--- config.mk ---
export PLATFORM = sky130hd
export DESIGN_NAME = ble_advertising_data_parser
export DESIGN_NICKNAME = d
export VERILOG_FILES = /design/src/hw/rtl/bapd_pkg.sv /design/src/hw/rtl/bapd_parse.sv /design/src/hw/rtl/bapd_queue.sv /design/src/hw/rtl/bapd_unroll.sv /design/src/hw/rtl/ble_advertising_data_parser.sv
export SDC_FILE = /design/constraint.sdc
export NUM_CORES = 1
export LEC_CHECK = 0
export ABC_AREA = 0
export BUFFER_PORTS_ARGS = -buffer_cell sky130_fd_sc_hd__buf_2
export CELL_PAD_IN_SITES_DETAIL_PLACEMENT = 1
export CELL_PAD_IN_SITES_GLOBAL_PLACEMENT = 1
export CORE_MARGIN = 3
export CORE_UTILIZATION = 51
export CTS_BUF_LIST = sky130_fd_sc_hd__clkbuf_16
export CTS_CLUSTER_SIZE = 25
export DETAILED_ROUTE_END_ITERATION = 8
export PLACE_DENSITY = 0.87
export SYNTH_ARGS = -nofsm -noshare
export SYNTH_HDL_FRONTEND = slang
export SYNTH_HIERARCHICAL = 1
export SYNTH_SLANG_ARGS = --single-unit
--- constraint.sdc ---
create_clock -name clk -period 8.7 [get_ports clk]
set_input_delay 1.74 -clock clk [delete_from_list [all_inputs] [get_ports clk]]
set_output_delay 1.74 -clock clk [all_outputs]
set_load 0.1 [all_outputs]
--- src/hw/rtl/bapd_pkg.sv ---
// shared types and constants for the advertising data parser
package bapd_pkg;

	localparam int QDepth = 4;
	localparam int QPtrW = $clog2(QDepth);
	localparam int QCntW = $clog2(QDepth + 1);

	localparam logic [7:0] AD_FLAGS       = 8'h01;
	localparam logic [7:0] AD_UUID16_INC  = 8'h02;
	localparam logic [7:0] AD_UUID16_CMP  = 8'h03;
	localparam logic [7:0] AD_UUID32_INC  = 8'h04;
	localparam logic [7:0] AD_UUID32_CMP  = 8'h05;
	localparam logic [7:0] AD_UUID128_INC = 8'h06;
	localparam logic [7:0] AD_UUID128_CMP = 8'h07;
	localparam logic [7:0] AD_NAME_SHORT  = 8'h08;
	localparam logic [7:0] AD_NAME_FULL   = 8'h09;
	localparam logic [7:0] AD_TX_POWER    = 8'h0A;
	localparam logic [7:0] AD_SVC_DATA16  = 8'h16;
	localparam logic [7:0] AD_APPEARANCE  = 8'h19;
	localparam logic [7:0] AD_SVC_DATA32  = 8'h20;
	localparam logic [7:0] AD_SVC_DATA128 = 8'h21;
	localparam logic [7:0] AD_MFG_DATA    = 8'hFF;

	typedef enum logic [3:0] {
		KIND_FLAGS       = 4'd0,
		KIND_NAME_BYTE   = 4'd1,
		KIND_TX_POWER    = 4'd2,
		KIND_APPEARANCE  = 4'd3,
		KIND_UUID16      = 4'd4,
		KIND_UUID32      = 4'd5,
		KIND_UUID128_LO  = 4'd6,
		KIND_UUID128_HI  = 4'd7,
		KIND_MFG_ID      = 4'd8,
		KIND_MFG_BYTE    = 4'd9,
		KIND_SVC_UUID16  = 4'd10,
		KIND_SVC_UUID32  = 4'd11,
		KIND_SVC_UUID128_LO = 4'd12,
		KIND_SVC_UUID128_HI = 4'd13,
		KIND_SVC_BYTE    = 4'd14,
		KIND_END         = 4'd15
	} bapd_kind_t;

	typedef enum logic [1:0] {
		PH_LEN   = 2'd0,
		PH_TYPE  = 2'd1,
		PH_VALUE = 2'd2
	} bapd_phase_t;

	typedef struct packed {
		logic [7:0] data_byte;
		logic [7:0] frame_length;
	} bapd_in_t;

	typedef struct packed {
		logic [3:0]  record_kind;
		logic [63:0] record_value;
		logic [7:0]  byte_index;
		logic        last_of_run;
	} bapd_out_t;

	// all records caused by one input byte
	typedef struct packed {
		logic        has_main;
		bapd_kind_t  main_kind;
		logic [63:0] main_value;
		logic [7:0]  main_index;
		logic        has_hi;
		bapd_kind_t  hi_kind;
		logic [63:0] hi_value;
		logic        has_end;
		logic        end_flag;
	} bapd_bundle_t;

endpackage

--- src/hw/rtl/bapd_parse.sv ---
// input register and structure walker, one byte per cycle while the queue is not full
module bapd_parse #(
	parameter int FRAME_MAX = 255,
	parameter int NAME_MAX = 31
) (
	input  logic                  clk,
	input  logic                  arst_n,
	input  logic                  byte_valid,
	output logic                  byte_ready,
	input  bapd_pkg::bapd_in_t    byte_item,
	input  logic                  q_full,
	output logic                  push,
	output bapd_pkg::bapd_bundle_t bundle
);
	import bapd_pkg::*;

	localparam logic [7:0] FrameMaxB = 8'(FRAME_MAX);
	localparam logic [7:0] NameMaxB = 8'(NAME_MAX);

	logic        valid_s1;
	bapd_in_t    item_s1;
	logic        advance;

	logic [7:0]  pos_q, pos_d;
	bapd_phase_t phase_q, phase_d;
	logic [7:0]  rem_q, rem_d;
	logic [7:0]  type_q, type_d;
	logic [7:0]  off_q, off_d;
	logic [1:0][63:0] acc_q, acc_d, acc_new;
	logic        name_acc_q, name_acc_d;
	logic        skip_q, skip_d;
	logic [7:0]  kept_q, kept_d;

	logic [7:0]  b;
	logic [7:0]  len_clip;
	logic [7:0]  len_eff;
	logic        frame_end;
	logic        overrun;
	logic        in_value;
	logic        put_en;
	logic [3:0]  slot;
	logic [7:0]  dlen;
	logic [7:0]  rem_dec;
	logic        group_done;

	assign advance = valid_s1 && !q_full;
	assign byte_ready = !valid_s1 || advance;

	always_ff @(posedge clk or negedge arst_n) begin
		if (!arst_n) begin
			valid_s1 <= 1'b0;
		end else if (byte_ready) begin
			valid_s1 <= byte_valid;
		end
	end

	always_ff @(posedge clk) begin
		if (byte_ready && byte_valid) begin
			item_s1 <= byte_item;
		end
	end

	assign b = item_s1.data_byte;
	assign len_clip = (item_s1.frame_length > FrameMaxB) ? FrameMaxB : item_s1.frame_length;
	assign len_eff = (len_clip == 8'd0) ? 8'd1 : len_clip;
	assign frame_end = ({1'b0, pos_q} + 9'd1) >= {1'b0, len_eff};
	assign overrun = !skip_q && (phase_q == PH_LEN) && (b != 8'd0)
		&& (({2'b0, pos_q} + 10'd1 + {2'b0, b}) > {2'b0, len_eff});
	assign in_value = !skip_q && (phase_q == PH_VALUE);
	assign dlen = rem_q - 8'd1;
	assign rem_dec = rem_q - 8'd1;

	// accumulator byte placement
	always_comb begin
		put_en = 1'b0;
		slot = off_q[3:0];
		group_done = 1'b0;
		unique case (type_q)
			AD_APPEARANCE: put_en = off_q < 8'd2;
			AD_UUID16_INC, AD_UUID16_CMP: begin
				put_en = 1'b1;
				slot = {3'b0, off_q[0]};
				group_done = off_q[0];
			end
			AD_UUID32_INC, AD_UUID32_CMP: begin
				put_en = 1'b1;
				slot = {2'b0, off_q[1:0]};
				group_done = off_q[1:0] == 2'd3;
			end
			AD_UUID128_INC, AD_UUID128_CMP: begin
				put_en = 1'b1;
				group_done = off_q[3:0] == 4'd15;
			end
			AD_MFG_DATA, AD_SVC_DATA16: put_en = off_q < 8'd2;
			AD_SVC_DATA32: put_en = off_q < 8'd4;
			AD_SVC_DATA128: put_en = off_q < 8'd16;
			default: put_en = 1'b0;
		endcase
		acc_new = acc_q;
		if (in_value && put_en) begin
			acc_new[slot[3]] = acc_q[slot[3]] | ({56'b0, b} << {slot[2:0], 3'b000});
		end
	end

	// next state
	always_comb begin
		pos_d = pos_q + 8'd1;
		phase_d = phase_q;
		rem_d = rem_q;
		type_d = type_q;
		off_d = off_q;
		acc_d = acc_q;
		name_acc_d = name_acc_q;
		skip_d = skip_q | overrun;
		kept_d = kept_q;
		if (!skip_q) begin
			unique case (phase_q)
				PH_LEN: begin
					if (b != 8'd0 && !overrun) begin
						rem_d = b;
						phase_d = PH_TYPE;
					end
				end
				PH_TYPE: begin
					type_d = b;
					rem_d = dlen;
					off_d = 8'd0;
					acc_d = '0;
					name_acc_d = 1'b0;
					if ((b == AD_NAME_SHORT || b == AD_NAME_FULL) && dlen > kept_q) begin
						name_acc_d = 1'b1;
						kept_d = (dlen > NameMaxB) ? NameMaxB : dlen;
					end
					phase_d = (dlen == 8'd0) ? PH_LEN : PH_VALUE;
				end
				PH_VALUE: begin
					acc_d = group_done ? '0 : acc_new;
					off_d = off_q + 8'd1;
					rem_d = rem_dec;
					if (rem_dec == 8'd0) begin
						phase_d = PH_LEN;
					end
				end
				default: phase_d = phase_q;
			endcase
		end
		if (frame_end) begin
			pos_d = 8'd0;
			phase_d = PH_LEN;
			rem_d = 8'd0;
			type_d = 8'd0;
			off_d = 8'd0;
			acc_d = '0;
			name_acc_d = 1'b0;
			skip_d = 1'b0;
			kept_d = 8'd0;
		end
	end

	// records for this byte
	always_comb begin
		bundle = '0;
		bundle.main_kind = KIND_FLAGS;
		bundle.hi_kind = KIND_UUID128_HI;
		if (in_value) begin
			unique case (type_q)
				AD_FLAGS: begin
					bundle.has_main = off_q == 8'd0;
					bundle.main_kind = KIND_FLAGS;
					bundle.main_value = {56'b0, b};
				end
				AD_TX_POWER: begin
					bundle.has_main = off_q == 8'd0;
					bundle.main_kind = KIND_TX_POWER;
					bundle.main_value = {56'b0, b};
				end
				AD_APPEARANCE: begin
					bundle.has_main = off_q == 8'd1;
					bundle.main_kind = KIND_APPEARANCE;
					bundle.main_value = acc_new[0];
				end
				AD_NAME_SHORT, AD_NAME_FULL: begin
					bundle.has_main = name_acc_q && (off_q < NameMaxB);
					bundle.main_kind = KIND_NAME_BYTE;
					bundle.main_value = {56'b0, b};
					bundle.main_index = off_q;
				end
				AD_UUID16_INC, AD_UUID16_CMP: begin
					bundle.has_main = group_done;
					bundle.main_kind = KIND_UUID16;
					bundle.main_value = acc_new[0];
				end
				AD_UUID32_INC, AD_UUID32_CMP: begin
					bundle.has_main = group_done;
					bundle.main_kind = KIND_UUID32;
					bundle.main_value = acc_new[0];
				end
				AD_UUID128_INC, AD_UUID128_CMP: begin
					bundle.has_main = group_done;
					bundle.main_kind = KIND_UUID128_LO;
					bundle.main_value = acc_new[0];
					bundle.has_hi = group_done;
					bundle.hi_kind = KIND_UUID128_HI;
					bundle.hi_value = acc_new[1];
				end
				AD_MFG_DATA: begin
					if (off_q < 8'd2) begin
						bundle.has_main = off_q == 8'd1;
						bundle.main_kind = KIND_MFG_ID;
						bundle.main_value = acc_new[0];
					end else begin
						bundle.has_main = 1'b1;
						bundle.main_kind = KIND_MFG_BYTE;
						bundle.main_value = {56'b0, b};
						bundle.main_index = off_q;
					end
				end
				AD_SVC_DATA16: begin
					if (off_q < 8'd2) begin
						bundle.has_main = off_q == 8'd1;
						bundle.main_kind = KIND_SVC_UUID16;
						bundle.main_value = acc_new[0];
					end else begin
						bundle.has_main = 1'b1;
						bundle.main_kind = KIND_SVC_BYTE;
						bundle.main_value = {56'b0, b};
						bundle.main_index = off_q;
					end
				end
				AD_SVC_DATA32: begin
					if (off_q < 8'd4) begin
						bundle.has_main = off_q == 8'd3;
						bundle.main_kind = KIND_SVC_UUID32;
						bundle.main_value = acc_new[0];
					end else begin
						bundle.has_main = 1'b1;
						bundle.main_kind = KIND_SVC_BYTE;
						bundle.main_value = {56'b0, b};
						bundle.main_index = off_q;
					end
				end
				AD_SVC_DATA128: begin
					if (off_q < 8'd16) begin
						bundle.has_main = off_q == 8'd15;
						bundle.main_kind = KIND_SVC_UUID128_LO;
						bundle.main_value = acc_new[0];
						bundle.has_hi = off_q == 8'd15;
						bundle.hi_kind = KIND_SVC_UUID128_HI;
						bundle.hi_value = acc_new[1];
					end else begin
						bundle.has_main = 1'b1;
						bundle.main_kind = KIND_SVC_BYTE;
						bundle.main_value = {56'b0, b};
						bundle.main_index = off_q;
					end
				end
				default: bundle.has_main = 1'b0;
			endcase
		end
		bundle.has_end = frame_end;
		bundle.end_flag = skip_q | overrun;
	end

	assign push = advance && (bundle.has_main || bundle.has_end);

	always_ff @(posedge clk or negedge arst_n) begin
		if (!arst_n) begin
			pos_q <= 8'd0;
			phase_q <= PH_LEN;
			rem_q <= 8'd0;
			type_q <= 8'd0;
			off_q <= 8'd0;
			acc_q <= '0;
			name_acc_q <= 1'b0;
			skip_q <= 1'b0;
			kept_q <= 8'd0;
		end else if (advance) begin
			pos_q <= pos_d;
			phase_q <= phase_d;
			rem_q <= rem_d;
			type_q <= type_d;
			off_q <= off_d;
			acc_q <= acc_d;
			name_acc_q <= name_acc_d;
			skip_q <= skip_d;
			kept_q <= kept_d;
		end
	end

`ifndef ASSERT_OFF
	a_kept_bound: assert property (@(posedge clk) disable iff (!arst_n)
		kept_q <= NameMaxB)
		else $error("kept name length above limit");
	a_rem_live: assert property (@(posedge clk) disable iff (!arst_n)
		(phase_q != PH_LEN) |-> (rem_q != 8'd0))
		else $error("structure active with nothing remaining");
	a_skip_phase: assert property (@(posedge clk) disable iff (!arst_n)
		skip_q |-> (phase_q == PH_LEN))
		else $error("skipping while inside a structure");
`endif

endmodule

--- src/hw/rtl/bapd_queue.sv ---
// small queue of per-byte record bundles
module bapd_queue (
	input  logic                   clk,
	input  logic                   arst_n,
	input  logic                   push,
	input  bapd_pkg::bapd_bundle_t push_data,
	output logic                   full,
	input  logic                   pop,
	output logic                   head_valid,
	output bapd_pkg::bapd_bundle_t head
);
	import bapd_pkg::*;

	bapd_bundle_t           mem_q [QDepth];
	logic [QPtrW-1:0]       wr_ptr_q;
	logic [QPtrW-1:0]       rd_ptr_q;
	logic [QCntW-1:0]       count_q;

	assign full = count_q == QCntW'(QDepth);
	assign head_valid = count_q != '0;
	assign head = mem_q[rd_ptr_q];

	always_ff @(posedge clk) begin
		if (push && !full) begin
			mem_q[wr_ptr_q] <= push_data;
		end
	end

	always_ff @(posedge clk or negedge arst_n) begin
		if (!arst_n) begin
			wr_ptr_q <= '0;
			rd_ptr_q <= '0;
			count_q <= '0;
		end else begin
			if (push && !full) begin
				wr_ptr_q <= wr_ptr_q + QPtrW'(1);
			end
			if (pop && head_valid) begin
				rd_ptr_q <= rd_ptr_q + QPtrW'(1);
			end
			unique case ({push && !full, pop && head_valid})
				2'b10: count_q <= count_q + QCntW'(1);
				2'b01: count_q <= count_q - QCntW'(1);
				2'b00, 2'b11: count_q <= count_q;
			endcase
		end
	end

`ifndef ASSERT_OFF
	a_count_bound: assert property (@(posedge clk) disable iff (!arst_n)
		count_q <= QCntW'(QDepth))
		else $error("queue count past depth");
	a_no_overflow: assert property (@(posedge clk) disable iff (!arst_n)
		!(push && full))
		else $error("push into full queue");
	a_no_underflow: assert property (@(posedge clk) disable iff (!arst_n)
		!(pop && !head_valid))
		else $error("pop from empty queue");
`endif

endmodule

--- src/hw/rtl/bapd_unroll.sv ---
// splits record bundles into single records behind an output register
module bapd_unroll (
	input  logic                   clk,
	input  logic                   arst_n,
	input  logic                   head_valid,
	input  bapd_pkg::bapd_bundle_t head,
	output logic                   pop,
	output logic                   record_valid,
	input  logic                   record_ready,
	output bapd_pkg::bapd_out_t    record
);
	import bapd_pkg::*;

	bapd_bundle_t cur_q;
	logic [2:0]   mask_q;
	logic         rec_valid_q;
	bapd_out_t    rec_q;

	bapd_bundle_t src;
	logic [2:0]   src_mask;
	logic [2:0]   rem_mask;
	logic         load;
	bapd_out_t    rec_d;

	assign load = !rec_valid_q || record_ready;

	always_comb begin
		if (mask_q != 3'b000) begin
			src = cur_q;
			src_mask = mask_q;
		end else begin
			src = head;
			src_mask = head_valid ? {head.has_end, head.has_hi, head.has_main} : 3'b000;
		end
		rec_d = '0;
		priority if (src_mask[0]) begin
			rec_d.record_kind = src.main_kind;
			rec_d.record_value = src.main_value;
			rec_d.byte_index = src.main_index;
			rem_mask = src_mask & 3'b110;
		end else if (src_mask[1]) begin
			rec_d.record_kind = src.hi_kind;
			rec_d.record_value = src.hi_value;
			rem_mask = src_mask & 3'b100;
		end else begin
			rec_d.record_kind = KIND_END;
			rec_d.record_value = {63'b0, src.end_flag};
			rem_mask = 3'b000;
		end
		rec_d.last_of_run = rem_mask == 3'b000;
	end

	assign pop = load && (mask_q == 3'b000) && head_valid;

	always_ff @(posedge clk or negedge arst_n) begin
		if (!arst_n) begin
			mask_q <= 3'b000;
			rec_valid_q <= 1'b0;
		end else if (load) begin
			rec_valid_q <= src_mask != 3'b000;
			if (src_mask != 3'b000) begin
				mask_q <= rem_mask;
			end
		end
	end

	always_ff @(posedge clk) begin
		if (pop) begin
			cur_q <= head;
		end
		if (load && src_mask != 3'b000) begin
			rec_q <= rec_d;
		end
	end

	assign record_valid = rec_valid_q;
	assign record = rec_q;

endmodule

--- src/hw/rtl/ble_advertising_data_parser.sv ---
// top level of the advertising data parser
// Takes one frame byte per transfer on the byte channel, together with the
// frame length, and gives one typed record per transfer on the record
// channel. A byte is accepted every cycle while the record queue has room;
// an accepted byte goes through the input register and the bundle queue to
// the output register. The record side drains one record per cycle while
// record_ready is high, so the two or three records of one byte (a 128-bit
// UUID, possibly with the frame end) leave in turn, and a four-entry queue
// of per-byte record bundles lets the byte side keep running meanwhile. Each
// byte's last record has last_of_run; every frame closes with an end record.
module ble_advertising_data_parser #(
	parameter int FRAME_MAX = 255,
	parameter int NAME_MAX = 31
) (
	input  logic                clk,
	input  logic                arst_n,
	input  logic                byte_valid,
	output logic                byte_ready,
	input  bapd_pkg::bapd_in_t  byte_item,
	output logic                record_valid,
	input  logic                record_ready,
	output bapd_pkg::bapd_out_t record
);
	import bapd_pkg::*;

	logic         push;
	bapd_bundle_t bundle;
	logic         q_full;
	logic         pop;
	logic         head_valid;
	bapd_bundle_t head;

	bapd_parse #(
		.FRAME_MAX(FRAME_MAX),
		.NAME_MAX(NAME_MAX)
	) u_parse (
		.clk(clk),
		.arst_n(arst_n),
		.byte_valid(byte_valid),
		.byte_ready(byte_ready),
		.byte_item(byte_item),
		.q_full(q_full),
		.push(push),
		.bundle(bundle)
	);

	bapd_queue u_queue (
		.clk(clk),
		.arst_n(arst_n),
		.push(push),
		.push_data(bundle),
		.full(q_full),
		.pop(pop),
		.head_valid(head_valid),
		.head(head)
	);

	bapd_unroll u_unroll (
		.clk(clk),
		.arst_n(arst_n),
		.head_valid(head_valid),
		.head(head),
		.pop(pop),
		.record_valid(record_valid),
		.record_ready(record_ready),
		.record(record)
	);

endmodule
==> summary.txt <==
Yosys
  • Ys flop type: edfxtp_1
  • Distinct cells, synth: 84
  • Post-synth EDFFs: 754
  • Cell Area, Synth: 0.0388 mm^2
  • Sequential element share of the synthesized area: 0.702
  • Synth Register Bits: 937
  • Avg Inst Size Synth: 15.9 um^2
  • Synth Warn #: 6
  • Synth async-reset ratio: 0.195
  • Mapped Cells: 2434

Setup path
  • CP Data Arrival Time: 5.83 ns
  • Critical Path Most Common Cell: and3_1
  • Crit Path Class: reg2reg
  • Max incr delay on CP: 0.78 ns
  • Worst EP required: 9.23 ns
  • Worst path slowest cell: buf_4
  • Critical path peak fanout: 76
  • Critical Path Source Type: register
  • Crit path capture type: register
  • Cell Chain, Critical Path: and3_1 > and3_1 > and3_1 > xor2_1 > ha_1 > and3_1 > a221oi_1 > o21a_1 > and2_1 > inv_2 > o21ai_4 > buf_4 > nand3_1 > o21ai_0

CTS
  • TritonCTS clock tree: yes
  • Reg clk slew, reported paths: 0.06 ns
  • Clk_lat worst skew: 0.67 ns
  • CTS H-tree depth: 3
  • Clock root cell: clkbuf_16
  • TritonCTS Buffers: 97
  • Maximum buffer depth of the clock tree: 3
  • CTS Hold Buffers Added: 0
  • Number of buffers added for setup after CTS: 0
  • Post-CTS Resized: 0
  • CTS sink cnt: 937

Route
  • DRT Wirelength: 105000 um
  • Vias/cell: 6.49
  • # DRC: 0
  • Wire per inst: 29.3 um
  • Post-route ant nets: 0
  • Number of DRC markers in iteration 0: 2846
  • Pre-antenna DRT Iters: 8
  • Via count: 23100

Timing
  • Final Setup Violations: 0
  • Max frequency: 0.188 GHz
  • Crit path time final: 5.31 ns
  • Setup TNS: 0 ns
  • Final hold violation count: 0
  • Slew headroom: 0.0494
  • Tightest Pin Transition: 1.42 ns
  • Skew final: 0.0307 ns
  • Final period util: 0.610
  • Slew Limit Fails: 0
  • RSZ-0062 raised after global routing: false

Placement
  • DP HPWL: 60800 um
  • IO buf count: 98
  • Placer Congestion: 0.875
  • Cells after DPL: 3380

Final layout
  • Most common cell after layout, fill and taps aside: edfxtp_1
  • Final core utilization: 0.577
  • Fin cells: 3564
  • Commonest non-fill, non-tap cells in the layout: edfxtp_1 (754), nand2_1 (232), dfrtp_1 (181), mux4_2 (148), o21ai_0 (139)
  • Filler cell count: 6827
  • Area growth syn-to-layout: 11.5%
  • Share of cells above drive strength 1: 0.184
  • Nets@finish: 2579

Floorplan
  • Row count: 100
  • Core Footprint: 0.0748 mm^2
  • I/O pin cnt: 99
  • DIE WIDTH: 282 um
  • Initial Utilization: 0.518
  • Die H: 282 um
  • Die ar.: 0.0793 mm^2

Global routing
  • Pin count of the biggest net entering global routing: 149
  • Initial antenna violation count: 1
  • Number of global-route vias before repair: 25100
  • Tot GR Track Use: 0.267
  • First-pass GRT wire length: 159000 um
  • Grt ovf: 0

Min path
  • Tightest Hold Check Type: reg2reg

Run
  • Max cap viols: 0

Power and ir drop
  • Cell leakage power: 14.4 nW
  • VDD IR max: 0.000250 V
  • Power per cell area: 330 mW/mm^2

Status
  • Outcome: finished clean
[state kept, by name, indices dropped and copies added, names as in the netlist]
| signal | count |
|---|---|
| u_parse/acc_q | 128 |
| u_unroll/cur_q | 69 |
| u_parse/off_q | 8 |
| u_unroll/record_valid | 1 |
| u_queue/mem_q | 592 |
| u_parse/type_q | 8 |
| u_parse/pos_q | 8 |
| u_parse/b | 8 |
| u_unroll/record | 77 |
| u_parse/phase_q | 2 |
| u_parse/skip_q | 1 |
| u_queue/count_q | 3 |
| u_parse/kept_q | 8 |
| u_parse/name_acc_q | 1 |
| u_parse/item_s1 | 8 |
| u_parse/rem_q | 8 |
| u_unroll/mask_q | 2 |
| u_queue/wr_ptr_q | 2 |
| u_queue/rd_ptr_q | 2 |
| u_parse/valid_s1 | 1 |
[report_power, final]
group / switching (mW) / total [mW] / internal [mW]
logic: 3.08 / 4.31 / 1.24
clock network: 1.76 / 4.25 / 2.48
registers: 0.298 / 5.71 / 5.41
[routing by layer]
layer / track usage / part of all wire
met3: 0.0484 / 0.073
met5: 0 / 0
met2: 0.466 / 0.52
met1: 0.330 / 0.36
met4: 0.116 / 0.044
[path summary, 6_finish.rpt]
kind                                                    from  slack, ns  depth (start not counted)                             to
worst max-delay path            u_parse/pos_q[2]$_DFFE_PN0P_       3.39                         14  u_parse/acc_q[95]$_DFFE_PN0P_
worst min-delay path            u_parse/acc_q[1]$_DFFE_PN0P_       0.49                          2   u_parse/acc_q[1]$_DFFE_PN0P_
worst max register to register  u_parse/pos_q[2]$_DFFE_PN0P_       3.39                         14  u_parse/acc_q[95]$_DFFE_PN0P_
worst min register to register  u_parse/acc_q[1]$_DFFE_PN0P_       0.49                          2   u_parse/acc_q[1]$_DFFE_PN0P_
max in group asynchronous                             arst_n       6.08                          2  u_parse/acc_q[29]$_DFFE_PN0P_
min in group asynchronous                             arst_n       1.08                          1  u_parse/kept_q[0]$_DFFE_PN0P_
[cell usage after synthesis, types with 12 or more instances]
cell      instances  share of area
edfxtp_1        754           0.58
nand2_1         232          0.022
dfrtp_1         183           0.12
mux4_2          148          0.086
nor2_1          140          0.014
o21ai_0         139          0.018
a31oi_1          69          0.011
mux2i_1          69          0.018
o21ai_1          68         0.0088
clkbuf_1         66         0.0064
a32o_1           60          0.015
buf_2            51         0.0066
ha_1             47          0.015
inv_1            43         0.0042
a21oi_1          37         0.0048
nand3_1          30         0.0039
and2_1           24         0.0039
buf_6            21         0.0061
and3_1           20         0.0032
a22o_1           18         0.0041
nor3_1           16         0.0021
xnor2_1          13         0.0029
o31ai_1          12         0.0023
[kinds of logic (layout without fill, tap and decap cells)]
group           after synthesis  after routing  share of synthesized area
other cells                   1              3                  0.0000968
buf+inv                     204            363                     0.0285
mux                         223            223                      0.106
fa+ha+maj                    49             49                     0.0162
compound gates              465            465                     0.0784
flops                       937            937                      0.702
xor+xnor                     24             24                    0.00542
simple gates                531            531                     0.0635
[layout make-up]
class	instances	area (um^2)	area share
sequential	937	27200	0.630
clock inverter	81	723	0.0167
timing repair buffer	136	832	0.0193
tap	969	1210	0.0281
antenna	1	2.50	0.0000579
inverter	44	165	0.00382
clock buffer	102	2550	0.0591
multi-input combinational	1294	10500	0.243
[stage by stage]
step | cell area [um^2] | hold slack (ns) | setup slack, ns | power, mW
6_report | 43200 | 0.489 | 3.39 | 14.3
5_1_grt | 43200 | 0.516 | 3.03 | 14.9
4_1_cts | 43200 | 0.488 | 3.46 | 14.4
3_5_place_dp | 39900 | 0.471 | 3.54 | 10.1
3_3_place_gp | 39900 | 0.463 | 3.63 | 9.90
2_1_floorplan | 38800 | 0.439 | 0.457 | 9.16
[worst max-delay path: cells and delay by family, from the launching register on]
kind | cells | cell delay (ns)
adders and majority gates | 1 | 0.27
AOI/OAI and AO/OA | 4 | 1.60
buffers and inverters | 2 | 1.06
DFF | 1 | 0.45
xor gates and xnor gates | 1 | 0.20
and+or+nand+nor | 6 | 1.55
No activity file was read; power rests on OpenSTA's default activity.
